==> config.mk <==
export PLATFORM = sky130hd
export DESIGN_NAME = xy_bresenham_step_generator_core
export DESIGN_NICKNAME = d
export VERILOG_FILES = /design/src/hdl/xybsg_pkg.sv /design/src/hdl/xybsg_period_unit.sv /design/src/hdl/xy_bresenham_step_generator_core.sv
export VERILOG_INCLUDE_DIRS = /design/src /design/src/hdl
export SDC_FILE = /design/constraint.sdc
export NUM_CORES = 2
export LEC_CHECK = 0
export BUFFER_PORTS_ARGS = -buffer_cell sky130_fd_sc_hd__buf_2
export CORE_UTILIZATION = 45
export DETAILED_ROUTE_END_ITERATION = 10
export PLACE_DENSITY = 0.66
export SLEW_MARGIN = 20
export SYNTH_ARGS = -nofsm -noshare
export SYNTH_HDL_FRONTEND = slang
export SYNTH_SLANG_ARGS = --single-unit
==> constraint.sdc <==
create_clock -name clk_i -period 8.25 [get_ports clk_i]
set_input_delay 1.65 -clock clk_i [delete_from_list [all_inputs] [get_ports clk_i]]
set_output_delay 1.65 -clock clk_i [all_outputs]
set_load 0.03 [all_outputs]
==> src/hdl/assert_macros.svh <==
// Assertion helper macros
`ifndef ASSERT_MACROS_SVH
`define ASSERT_MACROS_SVH
// implication checked every clock, disabled in reset
`define ASSERT_IMP(label, ante, cons) \
  label: assert property (@(posedge clk_i) disable iff (!rst_ni) (ante) |-> (cons)) \
    else $error("assertion failed");
// next-cycle implication
`define ASSERT_NXT(label, ante, cons) \
  label: assert property (@(posedge clk_i) disable iff (!rst_ni) (ante) |=> (cons)) \
    else $error("assertion failed");
`endif

==> src/hdl/xybsg_pkg.sv <==
`timescale 1ns / 1ps
// ---------------------------------------------------------------------------
// xybsg_pkg: shared types and constants
// Beat structs, command codes, config register indices and period unit types.
// ---------------------------------------------------------------------------
package xybsg_pkg;

  typedef enum logic [1:0] {
    CMD_TICK  = 2'd0,
    CMD_MOVE  = 2'd1,
    CMD_STOP  = 2'd2,
    CMD_CLEAR = 2'd3
  } cmd_e;

  localparam logic [1:0] REG_STEPS_PER_MM = 2'd0;
  localparam logic [1:0] REG_PULSE_WIDTH  = 2'd1;
  localparam logic [1:0] REG_RAPID_DELAY  = 2'd2;

  localparam int unsigned SettleTicks = 5;
  localparam int unsigned UsPerMin    = 60000000;

  typedef struct packed {
    logic [1:0]         cmd;
    logic signed [23:0] target_x;
    logic signed [23:0] target_y;
    logic [15:0]        feed_speed;
  } in_beat_t;

  typedef struct packed {
    logic               step_x;
    logic               step_y;
    logic               dir_x;
    logic               dir_y;
    logic               busy_res;
    logic               move_done;
    logic signed [23:0] position_x;
    logic signed [23:0] position_y;
    logic               stop_active;
  } out_beat_t;

  // request to the period unit
  typedef struct packed {
    logic        start;
    logic [23:0] abs_dx;
    logic [23:0] abs_dy;
    logic [15:0] feed;
    logic [11:0] step_scale;
    logic [9:0]  pulse_width;
  } per_req_t;

  typedef struct packed {
    logic        done;
    logic [15:0] period;
  } per_rsp_t;

endpackage

==> src/hdl/xybsg_period_unit.sv <==
`timescale 1ns / 1ps
// ---------------------------------------------------------------------------
// xybsg_period_unit: step period calculator
// Shift-add squares, bit-pair root, two multiplies, restoring divide, clamp.
// One shared add/subtract datapath stepped by a small sequencer.
// ---------------------------------------------------------------------------
module xybsg_period_unit
  import xybsg_pkg::*;
#(
  parameter int unsigned MaxPeriodUs = 50000
) (
  input  logic     clk_i,
  input  logic     rst_ni,
  input  per_req_t req_i,
  output per_rsp_t rsp_o
);

  typedef enum logic [6:0] {
    S_IDLE = 7'b0000001,
    S_SQX  = 7'b0000010,
    S_SQY  = 7'b0000100,
    S_ROOT = 7'b0001000,
    S_NUM  = 7'b0010000,
    S_DEN  = 7'b0100000,
    S_DIV  = 7'b1000000
  } st_e;

  st_e         st_q, st_d;
  logic [5:0]  cnt_q, cnt_d;
  logic [49:0] sq_q, sq_d;          // dx^2+dy^2, radicand shifted out by the root
  logic [24:0] root_q, root_d;
  logic [50:0] rem_q, rem_d;        // root remainder workspace
  logic [50:0] num_q, num_d;        // root * 60e6, later quotient shift reg
  logic [51:0] den_q, den_d;        // spm*feed*n
  logic [51:0] mcand_q, mcand_d;
  logic [25:0] mplier_q, mplier_d;
  logic [52:0] drem_q, drem_d;
  logic [23:0] n_q;
  logic [15:0] period_q, period_d;
  logic        done_q, done_d;

  // shared adder
  logic [52:0] add_a, add_b, add_s;
  logic        add_sub;
  assign add_s = add_sub ? (add_a - add_b) : (add_a + add_b);

  logic [50:0] q_full;
  logic [50:0] lo_lim;
  logic [27:0] root_trial;

  always_comb begin
    st_d = st_q; cnt_d = cnt_q; sq_d = sq_q; root_d = root_q; rem_d = rem_q;
    num_d = num_q; den_d = den_q; mcand_d = mcand_q; mplier_d = mplier_q;
    drem_d = drem_q; period_d = period_q; done_d = 1'b0;
    add_a = '0; add_b = '0; add_sub = 1'b0;
    root_trial = '0;
    q_full = '0;
    lo_lim = 51'(req_i.pulse_width) + 51'(SettleTicks);
    unique case (st_q)
      S_IDLE: begin
        if (req_i.start) begin
          sq_d = '0;
          mcand_d = 52'(req_i.abs_dx);
          mplier_d = 26'(req_i.abs_dx);
          cnt_d = 6'd24;
          st_d = S_SQX;
        end
      end
      S_SQX, S_SQY: begin
        add_a = 53'(sq_q); add_b = 53'(mcand_q);
        if (mplier_q[0]) sq_d = add_s[49:0];
        mcand_d = mcand_q << 1;
        mplier_d = mplier_q >> 1;
        cnt_d = cnt_q - 6'd1;
        if (cnt_q == 6'd1) begin
          if (st_q == S_SQX) begin
            mcand_d = 52'(req_i.abs_dy);
            mplier_d = 26'(req_i.abs_dy);
            cnt_d = 6'd24;
            st_d = S_SQY;
          end else begin
            rem_d = '0; root_d = '0; cnt_d = 6'd25;
            st_d = S_ROOT;
          end
        end
      end
      S_ROOT: begin
        // one result bit per cycle from the top bit pair of sq
        rem_d = {rem_q[48:0], sq_q[49:48]};
        sq_d = {sq_q[47:0], 2'b00};
        root_trial = {1'b0, root_q, 2'b01};
        add_a = 53'({rem_q[48:0], sq_q[49:48]}); add_b = 53'(root_trial);
        add_sub = 1'b1;
        if (!add_s[52]) begin
          rem_d = add_s[50:0];
          root_d = {root_q[23:0], 1'b1};
        end else begin
          root_d = {root_q[23:0], 1'b0};
        end
        cnt_d = cnt_q - 6'd1;
        if (cnt_q == 6'd1) begin
          num_d = '0;
          mcand_d = 52'(root_d);
          mplier_d = 26'(UsPerMin);
          cnt_d = 6'd26;
          st_d = S_NUM;
        end
      end
      S_NUM: begin
        add_a = 53'(num_q); add_b = 53'(mcand_q);
        if (mplier_q[0]) num_d = add_s[50:0];
        mcand_d = mcand_q << 1;
        mplier_d = mplier_q >> 1;
        cnt_d = cnt_q - 6'd1;
        if (cnt_q == 6'd1) begin
          den_d = '0;
          mcand_d = 52'(28'(req_i.step_scale) * 28'(req_i.feed));
          mplier_d = 26'(n_q);
          cnt_d = 6'd24;
          st_d = S_DEN;
        end
      end
      S_DEN: begin
        add_a = 53'(den_q); add_b = 53'(mcand_q);
        if (mplier_q[0]) den_d = add_s[51:0];
        mcand_d = mcand_q << 1;
        mplier_d = mplier_q >> 1;
        cnt_d = cnt_q - 6'd1;
        if (cnt_q == 6'd1) begin
          drem_d = '0; cnt_d = 6'd51;
          st_d = S_DIV;
        end
      end
      S_DIV: begin
        add_a = {drem_q[51:0], num_q[50]}; add_b = 53'(den_q);
        add_sub = 1'b1;
        drem_d = {drem_q[51:0], num_q[50]};
        num_d = {num_q[49:0], 1'b0};
        if (!add_s[52] || drem_q[51]) begin
          drem_d = add_s;
          num_d[0] = 1'b1;
        end
        cnt_d = cnt_q - 6'd1;
        if (cnt_q == 6'd1) begin
          q_full = (den_q == '0) ? '1 : num_d;
          if (q_full < lo_lim) q_full = lo_lim;
          if (q_full > 51'(MaxPeriodUs)) q_full = 51'(MaxPeriodUs);
          period_d = q_full[15:0];
          done_d = 1'b1;
          st_d = S_IDLE;
        end
      end
      default: st_d = S_IDLE;
    endcase
  end

  always_ff @(posedge clk_i or negedge rst_ni) begin
    if (!rst_ni) begin
      st_q <= S_IDLE;
      cnt_q <= '0;
      done_q <= 1'b0;
    end else begin
      st_q <= st_d;
      cnt_q <= cnt_d;
      done_q <= done_d;
    end
  end

  always_ff @(posedge clk_i) begin
    sq_q <= sq_d; root_q <= root_d; rem_q <= rem_d; num_q <= num_d;
    den_q <= den_d; mcand_q <= mcand_d; mplier_q <= mplier_d;
    drem_q <= drem_d; period_q <= period_d;
    if (st_q == S_IDLE && req_i.start)
      n_q <= (req_i.abs_dx > req_i.abs_dy) ? req_i.abs_dx : req_i.abs_dy;
  end

  assign rsp_o.done = done_q;
  assign rsp_o.period = period_q;

endmodule

==> src/hdl/xy_bresenham_step_generator_core.sv <==
`timescale 1ns / 1ps
// ---------------------------------------------------------------------------
// xy_bresenham_step_generator_core: two-axis step/dir pulse generator
// Bresenham interpolation with per-move step period from feed rate.
// ---------------------------------------------------------------------------
// Usage:
//  - Input channel (in_valid_i/in_stall_o) carries one command beat: tick,
//    move, set stop or clear stop. Every input beat yields one output beat
//    on out_valid_o/out_stall_i holding pin levels, position and status.
//  - Tick, stop and clear commands pass through exec to the output beat.
//  - A move with nonzero feed that starts a real move runs the period unit:
//    square steps, root, multiply, multiply and divide, after exec and start
//    and before done and the output beat, all on one shared adder. Rapid
//    moves go from exec straight to the output beat.
//  - One beat in flight: the next input is taken the cycle after the output
//    beat leaves.
//  - Config writes via cfg_we_i/cfg_idx_i/cfg_data_i, only while idle.
//  - Reset clears position, stop latch and move state; registers return to
//    80 steps/mm, 5 us pulse, 500 us rapid delay.
//  - A stalled output beat holds; no new input is taken until it is sent.
// ---------------------------------------------------------------------------
module xy_bresenham_step_generator_core
  import xybsg_pkg::*;
#(
  parameter int unsigned POS_BITS      = 24,
  parameter int unsigned MAX_PERIOD_US = 50000
) (
  input  logic        clk_i,
  input  logic        rst_ni,
  input  logic        in_valid_i,
  output logic        in_stall_o,
  input  in_beat_t    in_data_i,
  output logic        out_valid_o,
  input  logic        out_stall_i,
  output out_beat_t   out_data_o,
  input  logic        cfg_we_i,
  input  logic [1:0]  cfg_idx_i,
  input  logic [15:0] cfg_data_i
);

  typedef enum logic [3:0] {
    C_IDLE = 4'b0001,
    C_EXEC = 4'b0010,
    C_WAIT = 4'b0100,
    C_OUT  = 4'b1000
  } ctl_e;

  typedef enum logic [3:0] {
    PH_IDLE   = 4'b0001,
    PH_SETTLE = 4'b0010,
    PH_HIGH   = 4'b0100,
    PH_LOW    = 4'b1000
  } ph_e;

  // targets are 24 bit; narrower positions wrap, wider ones change nothing
  localparam int unsigned WrapBits = (POS_BITS < 24) ? POS_BITS : 24;

  ctl_e ctl_q, ctl_d;
  ph_e  ph_q, ph_d;

  logic [11:0] spm_q;
  logic [9:0]  pw_q;
  logic [15:0] rapid_q;

  in_beat_t    cmd_q;
  logic signed [23:0] pos_x_q, pos_y_q, goal_x_q, goal_y_q;
  logic signed [23:0] pos_x_d, pos_y_d, goal_x_d, goal_y_d;
  logic        stop_q, stop_d;
  logic [23:0] adx_q, ady_q, adx_d, ady_d, left_q, left_d;
  logic [24:0] acc_x_q, acc_y_q, acc_x_d, acc_y_d;
  logic [15:0] period_q, period_d, tick_q, tick_d;
  logic [1:0]  dir_q, dir_d, pin_q, pin_d;
  logic        done_q, done_d;
  logic        pend_q, pend_d;   // period unit start still to be issued

  per_req_t req;
  per_rsp_t rsp;

  xybsg_period_unit #(.MaxPeriodUs(MAX_PERIOD_US)) u_period (
    .clk_i, .rst_ni, .req_i(req), .rsp_o(rsp)
  );

  // wrapped targets and deltas
  logic signed [WrapBits-1:0] tx_w, ty_w;
  logic signed [24:0] tx, ty, dx, dy;
  logic [23:0] n_cur;
  logic [24:0] ax_sum, ay_sum;

  always_comb begin
    tx_w = cmd_q.target_x[WrapBits-1:0];
    ty_w = cmd_q.target_y[WrapBits-1:0];
    tx = 25'(tx_w);
    ty = 25'(ty_w);
    dx = tx - 25'(pos_x_q);
    dy = ty - 25'(pos_y_q);
  end

  assign n_cur  = (adx_q > ady_q) ? adx_q : ady_q;
  assign ax_sum = acc_x_q + 25'(adx_q);
  assign ay_sum = acc_y_q + 25'(ady_q);

  always_comb begin
    ctl_d = ctl_q; ph_d = ph_q;
    pos_x_d = pos_x_q; pos_y_d = pos_y_q; goal_x_d = goal_x_q; goal_y_d = goal_y_q;
    stop_d = stop_q; adx_d = adx_q; ady_d = ady_q; left_d = left_q;
    acc_x_d = acc_x_q; acc_y_d = acc_y_q; period_d = period_q; tick_d = tick_q;
    dir_d = dir_q; pin_d = pin_q; done_d = done_q; pend_d = pend_q;
    req = '0;
    req.abs_dx = adx_q; req.abs_dy = ady_q; req.feed = cmd_q.feed_speed;
    req.step_scale = spm_q; req.pulse_width = pw_q;
    unique case (ctl_q)
      C_IDLE: begin
        if (in_valid_i) ctl_d = C_EXEC;
      end
      C_EXEC: begin
        done_d = 1'b0;
        ctl_d = C_OUT;
        unique case (cmd_e'(cmd_q.cmd))
          CMD_STOP:  stop_d = 1'b1;
          CMD_CLEAR: stop_d = 1'b0;
          CMD_MOVE: begin
            if (ph_q == PH_IDLE && (dx != '0 || dy != '0)) begin
              dir_d = {~dy[24], ~dx[24]};
              adx_d = dx[24] ? 24'(-dx) : dx[23:0];
              ady_d = dy[24] ? 24'(-dy) : dy[23:0];
              left_d = (adx_d > ady_d) ? adx_d : ady_d;
              goal_x_d = tx[23:0]; goal_y_d = ty[23:0];
              acc_x_d = '0; acc_y_d = '0; pin_d = '0; tick_d = '0;
              ph_d = PH_SETTLE;
              if (cmd_q.feed_speed == '0) begin
                period_d = rapid_q;
              end else begin
                pend_d = 1'b1;
                ctl_d = C_WAIT;
              end
            end
          end
          default: begin
            priority case (ph_q)
              PH_SETTLE, PH_LOW: begin
                if ((ph_q == PH_SETTLE && tick_q < 16'(SettleTicks)) ||
                    (ph_q == PH_LOW && tick_q < period_q)) begin
                  tick_d = tick_q + 16'd1;
                end else if (stop_q || left_q == '0) begin
                  if (!stop_q) begin
                    pos_x_d = goal_x_q; pos_y_d = goal_y_q;
                  end
                  ph_d = PH_IDLE; pin_d = '0; tick_d = '0; done_d = 1'b1;
                end else begin
                  left_d = left_q - 24'd1;
                  pin_d = '0;
                  acc_x_d = ax_sum; acc_y_d = ay_sum;
                  if (ax_sum >= 25'(n_cur)) begin
                    acc_x_d = ax_sum - 25'(n_cur); pin_d[0] = 1'b1;
                  end
                  if (ay_sum >= 25'(n_cur)) begin
                    acc_y_d = ay_sum - 25'(n_cur); pin_d[1] = 1'b1;
                  end
                  ph_d = PH_HIGH; tick_d = 16'd1;
                end
              end
              PH_HIGH: begin
                if (tick_q < 16'(pw_q)) tick_d = tick_q + 16'd1;
                else begin
                  pin_d = '0; ph_d = PH_LOW; tick_d = 16'd1;
                end
              end
              default: ;
            endcase
          end
        endcase
      end
      C_WAIT: begin
        req.start = pend_q;
        pend_d = 1'b0;
        if (rsp.done) begin
          period_d = rsp.period;
          ctl_d = C_OUT;
        end
      end
      C_OUT: begin
        if (!out_stall_i) ctl_d = C_IDLE;
      end
      default: ctl_d = C_IDLE;
    endcase
  end

  always_ff @(posedge clk_i or negedge rst_ni) begin
    if (!rst_ni) begin
      ctl_q <= C_IDLE; ph_q <= PH_IDLE;
      spm_q <= 12'd80; pw_q <= 10'd5; rapid_q <= 16'd500;
      pos_x_q <= '0; pos_y_q <= '0; goal_x_q <= '0; goal_y_q <= '0;
      stop_q <= 1'b0; adx_q <= '0; ady_q <= '0; left_q <= '0;
      acc_x_q <= '0; acc_y_q <= '0; period_q <= '0; tick_q <= '0;
      dir_q <= '0; pin_q <= '0; done_q <= 1'b0; pend_q <= 1'b0;
    end else begin
      ctl_q <= ctl_d; ph_q <= ph_d;
      pos_x_q <= pos_x_d; pos_y_q <= pos_y_d;
      goal_x_q <= goal_x_d; goal_y_q <= goal_y_d;
      stop_q <= stop_d; adx_q <= adx_d; ady_q <= ady_d; left_q <= left_d;
      acc_x_q <= acc_x_d; acc_y_q <= acc_y_d; period_q <= period_d;
      tick_q <= tick_d; dir_q <= dir_d; pin_q <= pin_d;
      done_q <= done_d; pend_q <= pend_d;
      if (cfg_we_i) begin
        unique case (cfg_idx_i)
          REG_STEPS_PER_MM: spm_q <= cfg_data_i[11:0];
          REG_PULSE_WIDTH:  pw_q <= cfg_data_i[9:0];
          REG_RAPID_DELAY:  rapid_q <= cfg_data_i;
          default: ;
        endcase
      end
    end
  end

  always_ff @(posedge clk_i) begin
    if (ctl_q == C_IDLE && in_valid_i) cmd_q <= in_data_i;
  end

  assign in_stall_o = (ctl_q != C_IDLE);
  assign out_valid_o = (ctl_q == C_OUT);

  always_comb begin
    out_data_o.step_x = pin_q[0];
    out_data_o.step_y = pin_q[1];
    out_data_o.dir_x = dir_q[0];
    out_data_o.dir_y = dir_q[1];
    out_data_o.busy_res = (ph_q != PH_IDLE);
    out_data_o.move_done = done_q;
    out_data_o.position_x = pos_x_q;
    out_data_o.position_y = pos_y_q;
    out_data_o.stop_active = stop_q;
  end

`include "assert_macros.svh"

  `ASSERT_IMP(a_pins_idle, ph_q == PH_IDLE, pin_q == 2'b00)
  `ASSERT_IMP(a_out_one_ctl, out_valid_o, in_stall_o)
  `ASSERT_NXT(a_done_idle, ctl_q == C_EXEC && done_d, ph_q == PH_IDLE)

endmodule
==> impl_metrics.ini <==
[cells_and_area]
nets = 6558
fill_cells = 11100
drive_gt1_frac = 0.0877
area_delta_synth_final_pct = 10.5

[floorplanning]
fp.dieH_um = 351
die_area_sq_um = 123000
core_area_sq_um = 120000
io_pins = 146
start_util = 0.456
die_w_um = 351
rows = 127

[critical_path]
critPathSlowestCell = dfrtp_1
crit_path_start_kind = flop
cp_max_fo = 25
crit_path_max_incr_delay_ps = 530
cp_data_required_time_ps = 8690
path_buf_inv = 2
crit_type = flop to flop
cpLargestDelayFamily = simple AND/OR/NAND/NOR gates
worst_setup_path_end_kind = flop
arrival_ps = 8170

[clocking]
cts_buffers = 91
cts_buffer_depth = 3
path_clk_slew_ps = 60
clk_latency_ps = 730
ctsHoldBuffers = 0
clockRootBuffer = clkbuf_16
cts_sinks = 780
tritoncts = built
htreeDepth = 3

[grt]
antenna_found_initial = 7
grt_max_degree = 156
track_usage = 0.267
grt_pass1_wl_um = 255000
grt_overflow = 0
grt_pass1_vias = 44200

[synth]
yosysMostFrequentCell = nand2_1
synthArstFlopShare = 0.406
ys_seq_elements = 780
synth_area_leaders = edfxtp_1 (25%), dfrtp_1 (14%), ha_1 (8.1%)
synth_edf_count = 463
syn_area_sq_um = 54800
synth.avg_cell_area_sq_um = 9.29
synth_top_area_frac = 0.254
synth_flop_cell = edfxtp_1
yosys.area.top_type = edfxtp_1
ys_seq_area_frac = 0.399
synth_common_cells = nand2_1 (935), edfxtp_1 (463), a21oi_1 (383)
syn_nets = 6490
yosys_warnings = 0
synth.distinct_cells = 103
synth_cells = 5900

[sta]
worst_slew_pin_slew_ps = 1120
fin_setup_tns_ps = 0
fmax_mhz = 129
fin_hold_ws_ps = 465
setup_viol = 0
min_period_ps = 7730
slew_headroom = 0.250
finalHoldViolations = 0
slew_violations = 0
finalCritPeriodShare = 0.938
clock_skew_ps = 39.0
rsz0062_at_grt = false

[run]
drv_cap = 0

[placement]
port_buffers = 145
hpwl_um = 121000
gp_congestion = 0.960

[power]
power_density_nw_per_um2 = 297
p_comb_frac = 0.519
p_sw_frac = 0.411
seq_power_share = 0.255
leakage_nw = 24.7
power.switching_mw = 7.40
peakVddDrop_v = 0.000924
intPower_mw = 10.6
clkPwrFrac = 0.226

[min_path]
hold_path.class = flop to flop

[detailed_routing]
post_drt_via_cell_ratio = 5.89
drc = 0
vias = 45100
postRouteAntennaNets = 0
dr.pass1.iters = 8
wl_per_cell_um = 21.5
routed_wl_um = 165000
drtIter0Drc = 3784

[run_status]
outcome = finished clean
## sequential cells by signal, indices dropped and copies added (netlist names), 18 cells and up
signal and flops:
acc_x_q 25, acc_y_q 25, adx_q 24, ady_q 24
cmd_q 18, goal_x_q 24, goal_y_q 24, left_q 24
pos_x_q 24, pos_y_q 24, tx_w 24, ty_w 24
u_period.den_q 52, u_period.drem_q 52, u_period.mcand_q 52, u_period.mplier_q 26
u_period.n_q 24, u_period.num_q 51, u_period.rem_q 49, u_period.root_q 25
u_period.sq_q 50
## area by class of cell
class	instances	area, sq um	area share
clock inverters	52	528	0.00872
clock buffers	116	2450	0.0405
inverters	374	1410	0.0232
well taps	1612	2020	0.0333
diodes	4	10.0	0.000165
multi-input cells	4474	30700	0.507
flip-flops and latches	780	21900	0.361
repair buffers	247	1580	0.0261
## worst min-delay path, delay by kind of cell (launching register included)
family | cells | cell delay, ps
flip-flops | 1 | 340
AND/OR/NAND/NOR | 2 | 100
## repair_timing
| item | 4_1_cts | 5_1_grt |
|---|---|---|
| setup endpoints to repair | 0 | 12 |
| resized for setup | 0 | 4 |
| setup buffers | 0 | 1 |
## power by group through the flow
stage          Sequential (mW)  Clock, mW  Combinational [mW]
2_1_floorplan             4.49          0                7.12
3_3_place_gp              4.65          0                9.25
3_5_place_dp              4.65          0                9.36
4_1_cts                   4.58       4.13                9.46
5_1_grt                   4.61       4.26                10.6
6_report                  4.58       4.06                9.34
## layer usage
metal	vias up	wire, um	global-route usage
met2	1635	78300	0.443
met5	-	13	0
li1	21200	-	-
met4	2	8000	0.127
met1	21900	68000	0.341
met3	381	10400	0.0392
## cell families (layout without fill, tap and decap cells)
logic type / after synthesis / in the layout / synth area share
muxes: 149 / 149 / 0.0282
AOI/OAI and AO/OA: 1506 / 1507 / 0.178
buffers and inverters: 647 / 789 / 0.0457
adders and majority gates: 501 / 501 / 0.134
and+or+nand+nor: 2051 / 2051 / 0.173
xor gates and xnor gates: 266 / 266 / 0.0425
DFF: 780 / 780 / 0.399
other: 0 / 4 / 0
## layout by cell type (no fill, tap or decap), drive strengths merged, types with 129 or more instances in the layout
cell type,synthesis,final
fa,147,147
a21oi,383,383
nand2,936,936
inv,374,374
buf,61,247
ha,354,354
xnor2,170,170
and2,162,162
nor2,369,369
dfrtp,304,304
a22oi,129,129
edfxtp,463,463
nand3,142,142
o21ai,401,401
## metrics by stage
step           instances  total power, mW  setup WS [ps]   util  instance area [sq um]
2_1_floorplan       5900             11.6            749      -                  54800
3_3_place_gp        7484             13.9            478  0.478                  57500
3_5_place_dp        7484             14.0            351  0.478                  57500
4_1_cts             7652             18.2            295  0.503                  60500
5_1_grt             7655             19.5           78.0  0.503                  60500
6_report            7659             18.0            515  0.503                  60600
## path summary, 6_finish.rpt
kind                                        from                     to  slack [ps]  cells after the start
worst max-delay path            u_period.st_q[2]  u_period.period_q[12]         520                     27
worst min-delay path                 goal_x_q[1]            goal_x_q[1]         470                      2
worst max register to register  u_period.st_q[2]  u_period.period_q[12]         520                     27
worst min register to register       goal_x_q[1]            goal_x_q[1]         470                      2
max in group asynchronous                 rst_ni            pos_x_q[22]        5810                      2
min in group asynchronous                 rst_ni             acc_x_q[3]        1010                      1
No activity file was read; power rests on OpenSTA's default activity.
